$ cat config.mk
export PLATFORM = sky130hd
export DESIGN_NAME = sqcg_cordic_cell
export DESIGN_NICKNAME = d
export VERILOG_FILES = /design/src/rtl/assert_macros.svh /design/src/rtl/sqcg_pkg.sv /design/src/rtl/sqcg_cordic_cell.sv
export SDC_FILE = /design/constraint.sdc
export NUM_CORES = 1
export LEC_CHECK = 0
export ABC_AREA = 1
export BUFFER_PORTS_ARGS = -buffer_cell sky130_fd_sc_hd__buf_4
export CAP_MARGIN = 30
export CORE_AREA = 8 8 197 199
export DETAILED_ROUTE_END_ITERATION = 10
export DIE_AREA = 0 0 205 207
export PLACE_DENSITY = 0.7
export SLEW_MARGIN = 5
export SYNTH_ARGS = -nofsm -noshare
export SYNTH_HDL_FRONTEND = slang
export SYNTH_SLANG_ARGS = --single-unit
$ cat constraint.sdc
create_clock -name clk -period 4.1 [get_ports clk]
set_input_delay 1.025 -clock clk [delete_from_list [all_inputs] [get_ports clk]]
set_output_delay 1.025 -clock clk [all_outputs]
set_load 0.01 [all_outputs]
$ cat src/rtl/assert_macros.svh
// ----------------------------------------------------------------------------
// assert_macros
// Concurrent assertion wrappers, sampled on clk and idle during rst.
// ----------------------------------------------------------------------------
`ifndef ASSERT_MACROS_SVH
`define ASSERT_MACROS_SVH

// property holds at every edge outside reset
`define ASSERT_ALWAYS(lbl, prop, msg) \
  lbl: assert property (@(posedge clk) disable iff (rst) (prop)) else $error(msg);

// consequent holds in the cycle after the antecedent
`define ASSERT_NEXT(lbl, ante, cons, msg) \
  lbl: assert property (@(posedge clk) disable iff (rst) (ante) |=> (cons)) else $error(msg);

`endif

$ cat src/rtl/sqcg_pkg.sv
// ----------------------------------------------------------------------------
// sqcg_pkg
// Types and constants shared by the sprite quad corner generator.
// ----------------------------------------------------------------------------
package sqcg_pkg;

  localparam logic [1:0] MODE_CENTRED = 2'd0;
  localparam logic [1:0] MODE_TOPLEFT = 2'd1;
  localparam logic [1:0] MODE_ROTATED = 2'd2;

  localparam logic [1:0] QUAD_I   = 2'd0;
  localparam logic [1:0] QUAD_II  = 2'd1;
  localparam logic [1:0] QUAD_III = 2'd2;
  localparam logic [1:0] QUAD_IV  = 2'd3;

  typedef enum logic [1:0] {
    CORNER_TL = 2'd0,
    CORNER_TR = 2'd1,
    CORNER_BL = 2'd2,
    CORNER_BR = 2'd3
  } corner_t;

  // inverse cordic gain and unity, both q30
  localparam logic [31:0] KINV_Q30 = 32'd652032874;
  localparam logic [31:0] ONE_Q30  = 32'd1073741824;

  localparam int MAX_CELLS = 24;

  // arctangent of 2^-i in 2^-32 turns
  localparam logic [31:0] ATAN_TURN32 [0:MAX_CELLS-1] = '{
    32'd536870912, 32'd316933406, 32'd167458907, 32'd85004756,
    32'd42667331,  32'd21354465,  32'd10679838,  32'd5340245,
    32'd2670163,   32'd1335087,   32'd667544,    32'd333772,
    32'd166886,    32'd83443,     32'd41722,     32'd20861,
    32'd10430,     32'd5215,      32'd2608,      32'd1304,
    32'd652,       32'd326,       32'd163,       32'd81
  };

  // one request moving down the cordic row
  typedef struct packed {
    logic [1:0]  mode;
    logic [23:0] ax;
    logic [23:0] ay;
    logic [22:0] w;
    logic [22:0] h;
    logic [15:0] u0;
    logic [15:0] v0;
    logic [15:0] du;
    logic [15:0] dv;
    logic [1:0]  quad;
    logic [31:0] x;
    logic [31:0] y;
    logic [31:0] z;
  } cell_t;

endpackage

$ cat src/rtl/sqcg_cordic_cell.sv
// ----------------------------------------------------------------------------
// sqcg_cordic_cell
// One rotation step of the cordic row; registers the rotated vector.
// ----------------------------------------------------------------------------
module sqcg_cordic_cell #(
  parameter int IDX = 0
) (
  input  logic           clk,
  input  logic           rst,
  input  logic           en,
  input  logic           in_valid,
  input  sqcg_pkg::cell_t in_data,
  output logic           out_valid,
  output sqcg_pkg::cell_t out_data
);
  import sqcg_pkg::*;

  logic signed [31:0] xs;
  logic signed [31:0] ys;
  cell_t              data_next;

  // arithmetic shift floors toward minus infinity
  assign xs = $signed(in_data.x) >>> IDX;
  assign ys = $signed(in_data.y) >>> IDX;

  always_comb begin
    data_next = in_data;
    if (!in_data.z[31]) begin
      data_next.x = in_data.x - ys;
      data_next.y = in_data.y + xs;
      data_next.z = in_data.z - ATAN_TURN32[IDX];
    end else begin
      data_next.x = in_data.x + ys;
      data_next.y = in_data.y - xs;
      data_next.z = in_data.z + ATAN_TURN32[IDX];
    end
  end

  always_ff @(posedge clk) begin
    if (rst) begin
      out_valid <= 1'b0;
    end else if (en) begin
      out_valid <= in_valid;
    end
  end

  always_ff @(posedge clk) begin
    if (en) begin
      out_data <= data_next;
    end
  end

endmodule

# Yosys cells after proc, flatten, opt, wreduce, memory -nomap -nowiden
# Index checks and enable logic that the tools add are counted.
[totals]
ff_bits = 259
input_bits = 262
out_inout_bits = 259
wordCells = 20
[classes]
n_mux = 1
addsub = 5
[op_table]
columns = ["operator", "count"]
rows = [
  ["two-way mux 96 bit", 1],
  ["subtractor 32 bit", 2],
  ["adder 32 x 30 -> 32 bit (second input constant)", 1],
  ["adder 32 bit", 1],
  ["subtractor 32 x 30 -> 32 bit (second input constant)", 1],
]

# Longest topological paths before layout
# Gate-level depths: netlist (run 1).
[logic_depth]
word_depth = 2
ltp_mapped = 17
depth_no_buf = 16

# Least setup slack after synthesis (run 1)
# Ideal clock, no wire load.
[synth_path]
kind = "input -> register"
start = "input in_data[32] in the netlist's numbering"
end = "register out_data[92] in the netlist's numbering, data pin"
t_required_ps = 3846
arrival_time_ps = 2372
setup_ps = 254
slack_ps = 1475
n_path_buf = 0
cell_stages = 11
cell_sequence = "ha_1 > fa_1 > nand2_1 > nand2_1 > and2_1 > nand2_1 > nand3_2 > nand2_1 > nand3_1 > nand3_1 > nand2_1"
[synth_rtl]
columns = ["item", "line", "text"]
rows = [
  ["start, declared", "sqcg_cordic_cell.sv:12", "input sqcg_pkg::cell_t in_data,"],
  ["end signal, assigned", "sqcg_cordic_cell.sv:49", "out_data <= data_next;"],
  ["end, declared", "sqcg_cordic_cell.sv:14", "output sqcg_pkg::cell_t out_data"],
]

==> results of run 1 <==
==> final timing paths <==
check,startpoint,end
max,in_data[38],out_data[91]
min,out_valid,out_valid
max reg2reg,out_valid,out_valid
min reg2reg,out_valid,out_valid
==> cell usage in the layout (no fill, tap or decap), types with 8 or more instances in the layout <==
| cell | n |
|---|---|
| ha_1 | 94 |
| xor2_1 | 25 |
| o21ai_0 | 30 |
| clkbuf_16 | 29 |
| clkinv_1 | 9 |
| buf_4 | 522 |
| nand2_1 | 610 |
| clkbuf_1 | 9 |
| nand2_2 | 12 |
| nand3_1 | 145 |
| inv_2 | 8 |
| nor2_1 | 103 |
| o21bai_1 | 10 |
| inv_1 | 320 |
| a21oi_1 | 69 |
| edfxtp_1 | 257 |
| nand4_1 | 19 |
==> layout make-up <==
cell class | count | area share [%]
Antenna cell | 3 | 0.0366
Multi-Input combinational cell | 1177 | 29.5
Timing Repair Buffer | 526 | 19.5
Inverter | 332 | 6.07
Sequential cell | 258 | 37.7
Clock buffer | 38 | 3.70
Tap cell | 468 | 2.85
Clock inverter | 13 | 0.701
==> registers in the layout, indices dropped and copies added (netlist names) <==
register   cells
out_data     257
out_valid      1
==> cell families after synthesis <==
kind of cell | share of synthesized area, %
adders and majority gates | 8.23
buffers and inverters | 9.72
and+or+nand+nor | 25.1
AOI/OAI and AO/OA | 4.82
xor gates and xnor gates | 1.43
DFF | 50.7
muxes | 0.0656
==> metal layers <==
layer	up-vias	GRT usage (%)	part of all wire, %
li1	6802	-	-
met1	6892	37.1	41
met2	634	48.5	47
met3	77	5.87	8.2
met4	2	9.57	3.3
met5	-	0	0.020
==> power groups by stage <==
stage	registers, uW	logic, uW	clock network (uW)
after detailed placement	3340	2010	0
after global placement	3340	1990	0
after global routing	3320	2170	2660
after CTS	3300	2020	2580
after floorplan	3460	817	0
final	3300	2020	2520
==> worst reg2reg max path, delay by kind of cell, from the launching register on <==
| kind | cells | cell delay (ps) |
|---|---|---|
| flops | 1 | 310 |
| mux | 1 | 160 |
| simple gates | 1 | 50 |
==> through the flow <==
stage / cells / setup WS [ps] / power [uW] / utilization [%]
3_5_place_dp: 2761 / 838 / 5350 / 54.6
3_3_place_gp: 2761 / 853 / 5340 / 54.6
2_1_floorplan: 1809 / 1470 / 4280 / -
6_report: 2815 / 1290 / 7840 / 57.1
4_1_cts: 2812 / 1410 / 7890 / 57.1
5_1_grt: 2812 / 1210 / 8150 / 57.1
==> metrics.csv, run 1 <==
stage,metric,value,unit
power_and_ir_drop,P_sw,2370,uW
sta,Max Fclk,0.356,GHz
power_and_ir_drop,Comb power frac,25.7,%
worst_setup_path,CP most frequent cell,nand2_1,
cts,Root Driver,clkbuf_16,
power_and_ir_drop,peak supply drop,0.384,mV
yosys,Main synth FF type,edfxtp_1,
power_and_ir_drop,Seq pwr share,42.1,%
power_and_ir_drop,clock share of power,32.2,%
cts,Num CTS Buffers,28,
worst_setup_path,Critical Path Max Stage Delay,550,ps
yosys,yosys warns,0,
finish,area occupied by multi-input gates,6050,sq um
cts,Worst-path clk slew,60,ps
global_route,antenna violations before repair,2,
floorplan,IO Count,521,
global_route,first-pass GRT wire length,92000,um
floorplan,core region area,35900,sq um
drt,DR vias,14400,
sta,worst-margin pin slew,780,ps
sta,Setup Viol. Count Final,0,
worst_hold_path,class of the worst hold path,reg2reg,
worst_setup_path,Worst Path Max Fanout,11,
drt,Routed WL,64800,um
worst_setup_path,Critical Path Stages,14,
worst_hold_path,Hold Path Depth,2,
floorplan,Die Ht,207,um
sta,Tmin final,2810,ps
drt,Initial DRC Count,1162,
finish,Area Overhead vs Synth,34.4,%
worst_setup_path,"Slowest-stage cell, CP",ha_1,
finish,nets@finish,2683,
cts,clock sinks,258,
worst_setup_path,Buffers & Inverters on Critical Path,3,
floorplan,Die X,205,um
global_route,vias in the first global route,13900,
cts,Hold Buf Count CTS,0,
global_route,largest net degree at the start of global routing,78,
drt,Post-DRT Antenna Nets,0,
sta,RSZ-0062 raised after global routing,false,
yosys,mapped cell area,15300,sq um
drt,drt first pass iters,6,
cts,CTS tree,done,
yosys,Synth async-reset ratio,0,%
placement,Placed Area,19600,sq um
yosys,post-synth top area share,50.5,%
power_and_ir_drop,cell internal pwr,5470,uW
floorplan,Total Die Area,42400,sq um
finish,register area,7740,sq um
yosys,sequential fraction of the synthesis area,50.7,%
floorplan,Starting Density,42.5,%
placement,Final GP Congestion,0.931,
drt,DR WL/cell,23.0,um
worst_setup_path,Crit. End Element,flop,
yosys,Commonest cells post-synth,"nand2_1 (610), inv_1 (321), edfxtp_1 (257)",
power_and_ir_drop,PD cells,382,nW/um^2
yosys,Syn Area/Cell,8.44,sq um
sta,final worst-path cycle share,68.5,%
yosys,synthesized instance count,1809,
worst_setup_path,kind of start point of the critical path,input pin,
yosys,main area contributors after synthesis,"edfxtp_1 (51%), nand2_1 (15%), inv_1 (7.9%)",
cts,# Post-CTS Setup Buffers,0,
yosys,Yosys top cell by area,edfxtp_1,
sta,Hold Fails Final Rpt,0,
sta,Rel. slew slack,48.0,%
power_and_ir_drop,Sw Ratio,30.2,%
yosys,number of synthesized flops with an enable pin,257,
yosys,post-synth cell types,38,
yosys,post-synthesis net count,2169,
sta,Hold WS,533,ps
placement,port buffer count,520,
placement,DP Wirelength,53900,um
worst_setup_path,critical path class,in2reg,
sta,Slew Limit Fails,0,
worst_setup_path,CP cell instances,buf_4 > inv_1 > ha_1 > nand2_1 > nor2_1 > inv_1 > nor2_1 > nand2_1 > nand3b_1 > nand2_1 > nand2_1 > nand2_1 > nand3_1 > nand2_1,
cts,clock latency on the worst-skew pair,540,ps
sta,clock skew,0,ps
yosys,"flops & latches, synth",258,
worst_setup_path,Crit path required time,4400,ps
finish,layout cell share with drive strength beyond 1,25.6,%
drt,drt via density,5.12,
worst_setup_path,Reg2Reg Depth,2,
finish,Finished Cell Area,20500,sq um
finish,FILL cells,3321,
cts,CTS Buffer Depth,3,
global_route,gr ovfl total,0,
power_and_ir_drop,leakage power,0.0103,uW
cts,Resize count post-CTS,0,
drt,final routed DRC violation total,0,
worst_setup_path,"CP delay by family, top",simple AND/OR/NAND/NOR gates,
floorplan,std cell rows,70,
yosys,top-count cell post-synth,nand2_1,
worst_setup_path,CP arrival,3110,ps
global_route,total track usage,29.1,%
sta,Setup TNS,0,ps
cts,H-tree levels,1,
run,max-cap viol count,0,
worst_setup_path,internal reg-to-reg setup slack,3470,ps
run_status,status,"finished, final reports clean",
(Power assumes the default switching activity.)
==> run 2, diff against run 1 <==
--- a/config.mk
+++ b/config.mk
@@ -5,13 +5,13 @@
 export SDC_FILE = /design/constraint.sdc
 export NUM_CORES = 1
 export LEC_CHECK = 0
-export ABC_AREA = 1
+export ABC_AREA = 0
 export BUFFER_PORTS_ARGS = -buffer_cell sky130_fd_sc_hd__buf_4
 export CAP_MARGIN = 30
-export CORE_AREA = 8 8 197 199
+export CORE_AREA = 8 8 198 200
 export DETAILED_ROUTE_END_ITERATION = 10
-export DIE_AREA = 0 0 205 207
-export PLACE_DENSITY = 0.7
+export DIE_AREA = 0 0 206 208
+export PLACE_DENSITY = 0.66
 export SLEW_MARGIN = 5
 export SYNTH_ARGS = -nofsm -noshare
 export SYNTH_HDL_FRONTEND = slang
==> constraint.sdc (replaced) <==
create_clock -name clk -period 2.3 [get_ports clk]
set_input_delay 0.575 -clock clk [delete_from_list [all_inputs] [get_ports clk]]
set_output_delay 0.575 -clock clk [all_outputs]
set_load 0.01 [all_outputs]
==> run 2 against run 1 <==
  * The run now ends with negative setup slack left
  * Critical path type unchanged
  * Clock skew is the same
  * Synthesized cell count shrank 38%
  * Flip-flop and latch count is the same
  * Critical endpoint unchanged
  * Worst setup slack lost 1600 ps
  * Worst hold slack lost 350 ps
  * Cell count shrank 13%
  * Combinational power grew 130%
  * Wire length shrank 3.9%
==> metrics.csv, run 2 <==
stage,metric,value,unit
worst_setup_path,"Slowest-stage cell, CP",or4_4,
worst_setup_path,Crit path required time,2600,ps
yosys,Yosys top cell by area,edfxtp_1,
drt,Post-DRT Antenna Nets,0,
sta,Hold WS,185,ps
placement,Final GP Congestion,0.934,
finish,most frequent cells in the layout,"buf_4 (810), edfxtp_1 (257), inv_1 (81)",
worst_hold_path,Hold EP,out_valid,
power_and_ir_drop,Seq pwr share,38.9,%
sta,Max Fclk,0.380,GHz
worst_setup_path,CP arrival,2930,ps
cts,CTS Buffer Depth,3,
floorplan,Total Die Area,42800,sq um
yosys,synthesized instance count,1119,
drt,Routed WL,62200,um
yosys,sequential fraction of the synthesis area,57.8,%
sta,clock skew,0,ps
global_route,total track usage,27.4,%
yosys,mapped cell area,13400,sq um
global_route,gr ovfl total,0,
floorplan,core region area,36100,sq um
yosys,"flops & latches, synth",258,
run_status,status,"finished, violations left",
drt,drt first pass iters,5,
cts,Num CTS Buffers,29,
power_and_ir_drop,cell internal pwr,10800,uW
worst_setup_path,kind of start point of the critical path,input pin,
yosys,top-count cell post-synth,edfxtp_1,
global_route,largest net degree at the start of global routing,65,
sta,Setup Viol. Count Final,29,
sta,setup ws final,-328,ps
finish,number of flip-flops in the largest register,257,
global_route,vias in the first global route,12800,
floorplan,std cell rows,70,
power_and_ir_drop,Sw Ratio,29.4,%
finish,layout cell share with drive strength beyond 1,55.5,%
worst_hold_path,Hold Path Depth,2,
yosys,yosys warns,0,
placement,pre-CTS setup slack,-1160,ps
cts,clock sinks,258,
placement,DP Wirelength,50900,um
worst_setup_path,RR Startpoint,out_valid,
power_and_ir_drop,leakage power,0.00999,uW
worst_setup_path,"CP delay by family, top",compound AO/OA/AOI/OAI gates,
power_and_ir_drop,peak supply drop,0.793,mV
power_and_ir_drop,clock share of power,30.9,%
placement,Placed Area,20700,sq um
cts,Root Driver,clkbuf_16,
cts,H-tree levels,1,
drt,drt via density,5.17,
finish,Finished Cell Area,22900,sq um
sta,Hold Fails Final Rpt,0,
worst_setup_path,reg-to-reg endpoint,out_valid,
cts,Worst-path clk slew,70,ps
worst_hold_path,HP Start,rst,
worst_setup_path,Critical Path Max Stage Delay,430,ps
yosys,number of synthesized flops with an enable pin,257,
sta,worst-margin pin slew,591,ps
yosys,Main synth FF type,edfxtp_1,
worst_setup_path,Reg2Reg Depth,2,
run,max-cap viol count,0,
finish,nets@finish,2325,
cts,clock latency on the worst-skew pair,540,ps
yosys,Synth async-reset ratio,0,%
global_route,antenna violations before repair,3,
sta,Slew Limit Fails,0,
yosys,post-synthesis net count,1479,
finish,Area Overhead vs Synth,70.7,%
worst_setup_path,Crit. End Element,flop,
global_route,first-pass GRT wire length,87400,um
sta,Tmin final,2630,ps
floorplan,Die Ht,208,um
floorplan,IO Count,521,
worst_setup_path,internal reg-to-reg setup slack,1720,ps
power_and_ir_drop,PD cells,668,nW/um^2
drt,Initial DRC Count,902,
worst_setup_path,CP cell instances,buf_8 > inv_6 > ha_4 > nor4_4 > nand2_1 > or4_4 > o21ba_4 > a211oi_4 > o2111a_2 > o2111a_1 > nor3_2,
finish,"commonest non-fill, non-tap cell in the layout",buf_4,
yosys,post-synth cell types,75,
worst_setup_path,Buffers & Inverters on Critical Path,2,
sta,Setup TNS,-4510,ps
worst_hold_path,class of the worst hold path,in2reg,
cts,CTS tree,done,
yosys,Commonest cells post-synth,"edfxtp_1 (257), a21oi_1 (102), inv_1 (100)",
worst_setup_path,Worst Path Max Fanout,4,
sta,final worst-path cycle share,114,%
yosys,post-synth top area share,57.6,%
finish,largest register by flop count,out_data,
drt,final routed DRC violation total,0,
drt,DR vias,12700,
floorplan,Starting Density,37.1,%
placement,port buffer count,520,
power_and_ir_drop,P_sw,4480,uW
finish,leading registers by flop count,"out_data: 257 flops, out_valid: 1 flops",
sta,Rel. slew slack,60.2,%
power_and_ir_drop,Comb power frac,30.1,%
yosys,main area contributors after synthesis,"edfxtp_1 (58%), ha_1 (8.8%), a21oi_1 (3.8%)",
worst_setup_path,critical path class,in2reg,
yosys,Syn Area/Cell,12.0,sq um
sta,RSZ-0062 raised after global routing,true,
floorplan,Die X,206,um
drt,DR WL/cell,25.3,um
run_status,failing checks,negative setup slack,
[run 2: logic make-up after synthesis]
| family | synth area share, % |
|---|---|
| multiplexers | 1.28 |
| AND/OR/NAND/NOR | 8.88 |
| adder cells (fa/ha/maj) | 9.38 |
| AO/OA/AOI/OAI | 14.6 |
| buffers and inverters | 4.25 |
| XOR/XNOR | 3.86 |
| flip-flops | 57.8 |
[run 2: final cells by class]
| type | instances | area (sq um) |
|---|---|---|
| multi-input cells | 716 | 6460 |
| clock inverters | 20 | 211 |
| flip-flops and latches | 258 | 7740 |
| inverters | 104 | 427 |
| fillers | 2892 | 13200 |
| diodes | 1 | 2.50 |
| well taps | 468 | 586 |
| clock buffers | 33 | 741 |
| repair buffers | 856 | 6700 |
[run 2: power groups by stage]
| stage | Combinational (uW) | Clock [uW] | Sequential, uW |
|---|---|---|---|
| 2_1_floorplan | 1370 | 0 | 6250 |
| 3_3_place_gp | 4140 | 0 | 6020 |
| 3_5_place_dp | 4150 | 0 | 6030 |
| 4_1_cts | 4430 | 4810 | 5950 |
| 5_1_grt | 4840 | 4970 | 5990 |
| 6_report | 4600 | 4720 | 5950 |
[run 2: worst max-delay path by stage]
stage / startpoint / end / cells past startpoint
final: in_data[50] / out_data[91] / 11
after floorplan: in_data[82] / out_data[91] / 10
after detailed placement: in_data[32] / out_data[92] / 13
after global routing: in_data[50] / out_data[91] / 11
after CTS: in_data[64] / out_data[92] / 13
after global placement: in_data[32] / out_data[60] / 12
[run 2: per-layer routing]
| metal | up-vias | track usage [%] | part of all wire, % |
|---|---|---|---|
| li1 | 5787 | - | - |
| met1 | 6283 | 33.0 | 38 |
| met2 | 520 | 45.4 | 48 |
| met3 | 109 | 7.63 | 8.9 |
| met4 | 4 | 11.1 | 4.7 |
| met5 | - | 0 | 0.053 |
[run 2: per-stage QoR]
step	power [uW]	instances	util, %
final	15300	2456	63.3
after global routing	15800	2456	63.3
after CTS	15200	2453	62.1
after global placement	10200	2389	57.3
after detailed placement	10200	2389	57.3
after floorplan	7610	1119	-
[run 2: what timing repair did]
| action | in CTS | in global routing |
|---|---|---|
| setup endpoints to repair | 41 | 39 |
| hold buffers | 0 | 0 |
| pin swaps | 56 | 42 |
| gates cloned | 0 | 0 |
| resized for setup | 146 | 94 |
| buffers inserted | 12 | 7 |
==> run 3, diff against run 2 <==
--- a/config.mk
+++ b/config.mk
@@ -8,11 +8,14 @@
 export ABC_AREA = 0
 export BUFFER_PORTS_ARGS = -buffer_cell sky130_fd_sc_hd__buf_4
 export CAP_MARGIN = 30
-export CORE_AREA = 8 8 198 200
+export CELL_PAD_IN_SITES_DETAIL_PLACEMENT = 2
+export CELL_PAD_IN_SITES_GLOBAL_PLACEMENT = 2
+export CORE_MARGIN = 8
+export CORE_UTILIZATION = 28
 export DETAILED_ROUTE_END_ITERATION = 10
-export DIE_AREA = 0 0 206 208
-export PLACE_DENSITY = 0.66
+export PLACE_DENSITY_LB_ADDON = 0.1
 export SLEW_MARGIN = 5
 export SYNTH_ARGS = -nofsm -noshare
 export SYNTH_HDL_FRONTEND = slang
 export SYNTH_SLANG_ARGS = --single-unit
+export TNS_END_PERCENT = 50
==> run 3 against run 2 <==
  * The run still ends with negative setup slack left
  * Clock skew did not move
  * Utilization is 14 points lower
  * First-iteration DRC count fell by 33%
  * Sequential power is essentially flat
  * Final area grew 1.8%
  * Critical path depth increased by 1
  * Clock-buffer cell count up 2
  * Flip-flop and latch count did not move
  * Cell count increased by 7.8%
  * Global-route usage decreased by 1.5 points
  * Non-clock buffer count rose by 40
  * Largest cell class unchanged
==> metrics.csv, run 3 (synthesized netlist as in run 2, its figures left out) <==
stage,metric,value,unit
drt,final routed DRC violation total,0,
floorplan,core region area,47400,sq um
power_and_ir_drop,leakage power,0.0102,uW
finish,Finished Cell Area,23300,sq um
floorplan,Total Die Area,55100,sq um
worst_setup_path,Crit path required time,2720,ps
power_and_ir_drop,clock share of power,30.5,%
sta,final worst-path cycle share,115,%
sta,Setup Viol. Count Final,38,
cts,CTS tree,done,
sta,Slew Limit Fails,0,
placement,dpl cells,2553,
power_and_ir_drop,Sw Ratio,30.8,%
finish,Area Overhead vs Synth,73.8,%
power_and_ir_drop,P_sw,4770,uW
global_route,vias in the first global route,14400,
finish,nets@finish,2366,
drt,DR WL/cell,28.5,um
worst_setup_path,Worst Path Max Fanout,3,
floorplan,Starting Density,28.2,%
worst_setup_path,critical path class,in2reg,
power_and_ir_drop,peak supply drop,0.500,mV
placement,Placed Area,20900,sq um
sta,Hold Fails Final Rpt,0,
floorplan,Die Ht,235,um
placement,pre-CTS setup slack,-1120,ps
power_and_ir_drop,Seq pwr share,38.6,%
worst_hold_path,class of the worst hold path,in2reg,
drt,Initial DRC Count,600,
sta,RSZ-0062 raised after global routing,true,
floorplan,Die X,235,um
worst_setup_path,CP most frequent cell,a31oi_4,
worst_setup_path,CP cell instances,buf_12 > buf_4 > ha_4 > or2_1 > o211ai_1 > a31oi_4 > a31oi_4 > o21ba_4 > a211oi_4 > o2111a_2 > o2111a_1 > nor3_2,
worst_setup_path,Critical Path Max Stage Delay,340,ps
worst_setup_path,Crit. End Element,flop,
sta,Setup TNS,-7520,ps
run_status,failing checks,negative setup slack,
sta,Tmin final,2630,ps
finish,leading registers by flop count,"out_data: 257 flops, out_valid: 1 flops",
finish,"commonest non-fill, non-tap cell in the layout",buf_4,
drt,DR vias,13100,
placement,port buffer count,520,
finish,layout cell share with drive strength beyond 1,56.2,%
worst_setup_path,CP arrival,3050,ps
power_and_ir_drop,PD cells,666,nW/um^2
cts,CTS Buffer Depth,3,
sta,clock skew,0,ps
power_and_ir_drop,cell internal pwr,10700,uW
run_status,status,"finished, violations left",
placement,Final GP Congestion,0.910,
run,max-cap viol count,0,
drt,Routed WL,75500,um
global_route,antenna violations before repair,5,
finish,most frequent cells in the layout,"buf_4 (842), edfxtp_1 (257), inv_1 (80)",
sta,setup ws final,-335,ps
global_route,gr ovfl total,0,
finish,largest register by flop count,out_data,
worst_setup_path,kind of start point of the critical path,input pin,
cts,Worst-path clk slew,60,ps
sta,worst-margin pin slew,620,ps
drt,drt via density,4.95,
finish,FILL cells,4845,
worst_setup_path,"Slowest-stage cell, CP",o211ai_1,
cts,Root Driver,clkbuf_16,
floorplan,std cell rows,80,
placement,DP Wirelength,61200,um
drt,drt first pass iters,5,
global_route,first-pass GRT wire length,107000,um
floorplan,IO Count,521,
finish,number of flip-flops in the largest register,257,
sta,Hold WS,170,ps
finish,fin cells,2647,
cts,clock latency on the worst-skew pair,570,ps
sta,Max Fclk,0.380,GHz
cts,clock sinks,258,
global_route,largest net degree at the start of global routing,55,
global_route,total track usage,25.9,%
cts,H-tree levels,1,
drt,Post-DRT Antenna Nets,0,
cts,Num CTS Buffers,30,
power_and_ir_drop,Comb power frac,30.9,%
sta,Rel. slew slack,58.3,%
run 3: changes by cell type in the layout (fill, tap and decap cells not counted), moves of 3 or more:
cell / delta
buf_4: +32
o21ai_2: +6
o21ai_4: -5
a21oi_2: +3
a21oi_4: -3
a31oi_1: +3
buf_6: +3
buf_8: +3
inv_6: -3
o21ai_0: -3
run 3: per-layer routing:
| metal | up-vias | GRT usage (%) | share of wire, % |
|---|---|---|---|
| li1 | 5867 | - | - |
| met1 | 6763 | 29.8 | 39 |
| met2 | 389 | 49.7 | 54 |
| met3 | 82 | 4.54 | 4.7 |
| met4 | 6 | 5.16 | 2.2 |
| met5 | - | 0 | 0.046 |
run 3: repair_timing:
item | in CTS | in global routing
hold buffers | 0 | 0
buffers inserted | 18 | 21
setup endpoints to repair | 40 | 39
pin swaps | 67 | 58
gates resized for setup | 170 | 82
run 3: final cells by class:
class / instances / area, sq um / area share (%)
antenna: 2 / 5.00 / 0.0215
clock buffer: 35 / 769 / 3.31
clock inverter: 21 / 178 / 0.763
inverter: 104 / 419 / 1.80
multi-input combinational: 716 / 6340 / 27.2
sequential: 258 / 7740 / 33.2
tap: 615 / 769 / 3.31
timing repair buffer: 896 / 7050 / 30.3
run 3: metrics by stage:
stage | total power, uW | util, %
global placement | 10200 | 44.1
finish | 15500 | 49.1
detailed placement | 10400 | 44.1
global route | 16100 | 49.0
floorplan | 7590 | -
CTS | 15500 | 48.0
run 3: path summary, 6_finish.rpt:
| kind | from | to | slack, ps | cells after the start |
|---|---|---|---|---|
| max reg2reg | out_valid | out_valid | 1690 | 2 |
| max | in_data[65] | out_data[91] | -330 | 12 |
| min reg2reg | out_valid | out_valid | 550 | 2 |
| min | rst | out_valid | 170 | 2 |
run 3: power groups by stage:
stage	Clock (uW)	Sequential (uW)	Combinational, uW
4_1_cts	4850	5980	4620
6_report	4730	5970	4790
3_3_place_gp	0	6040	4200
2_1_floorplan	0	6250	1350
5_1_grt	5020	6010	5040
3_5_place_dp	0	6060	4300
run 3: worst max-delay path: cells and delay by family:
family	cells	cell delay (ps)
and+or+nand+nor	2	410
buffers and inverters	2	240
AOI/OAI and AO/OA	7	1660
adders and majority gates	1	170
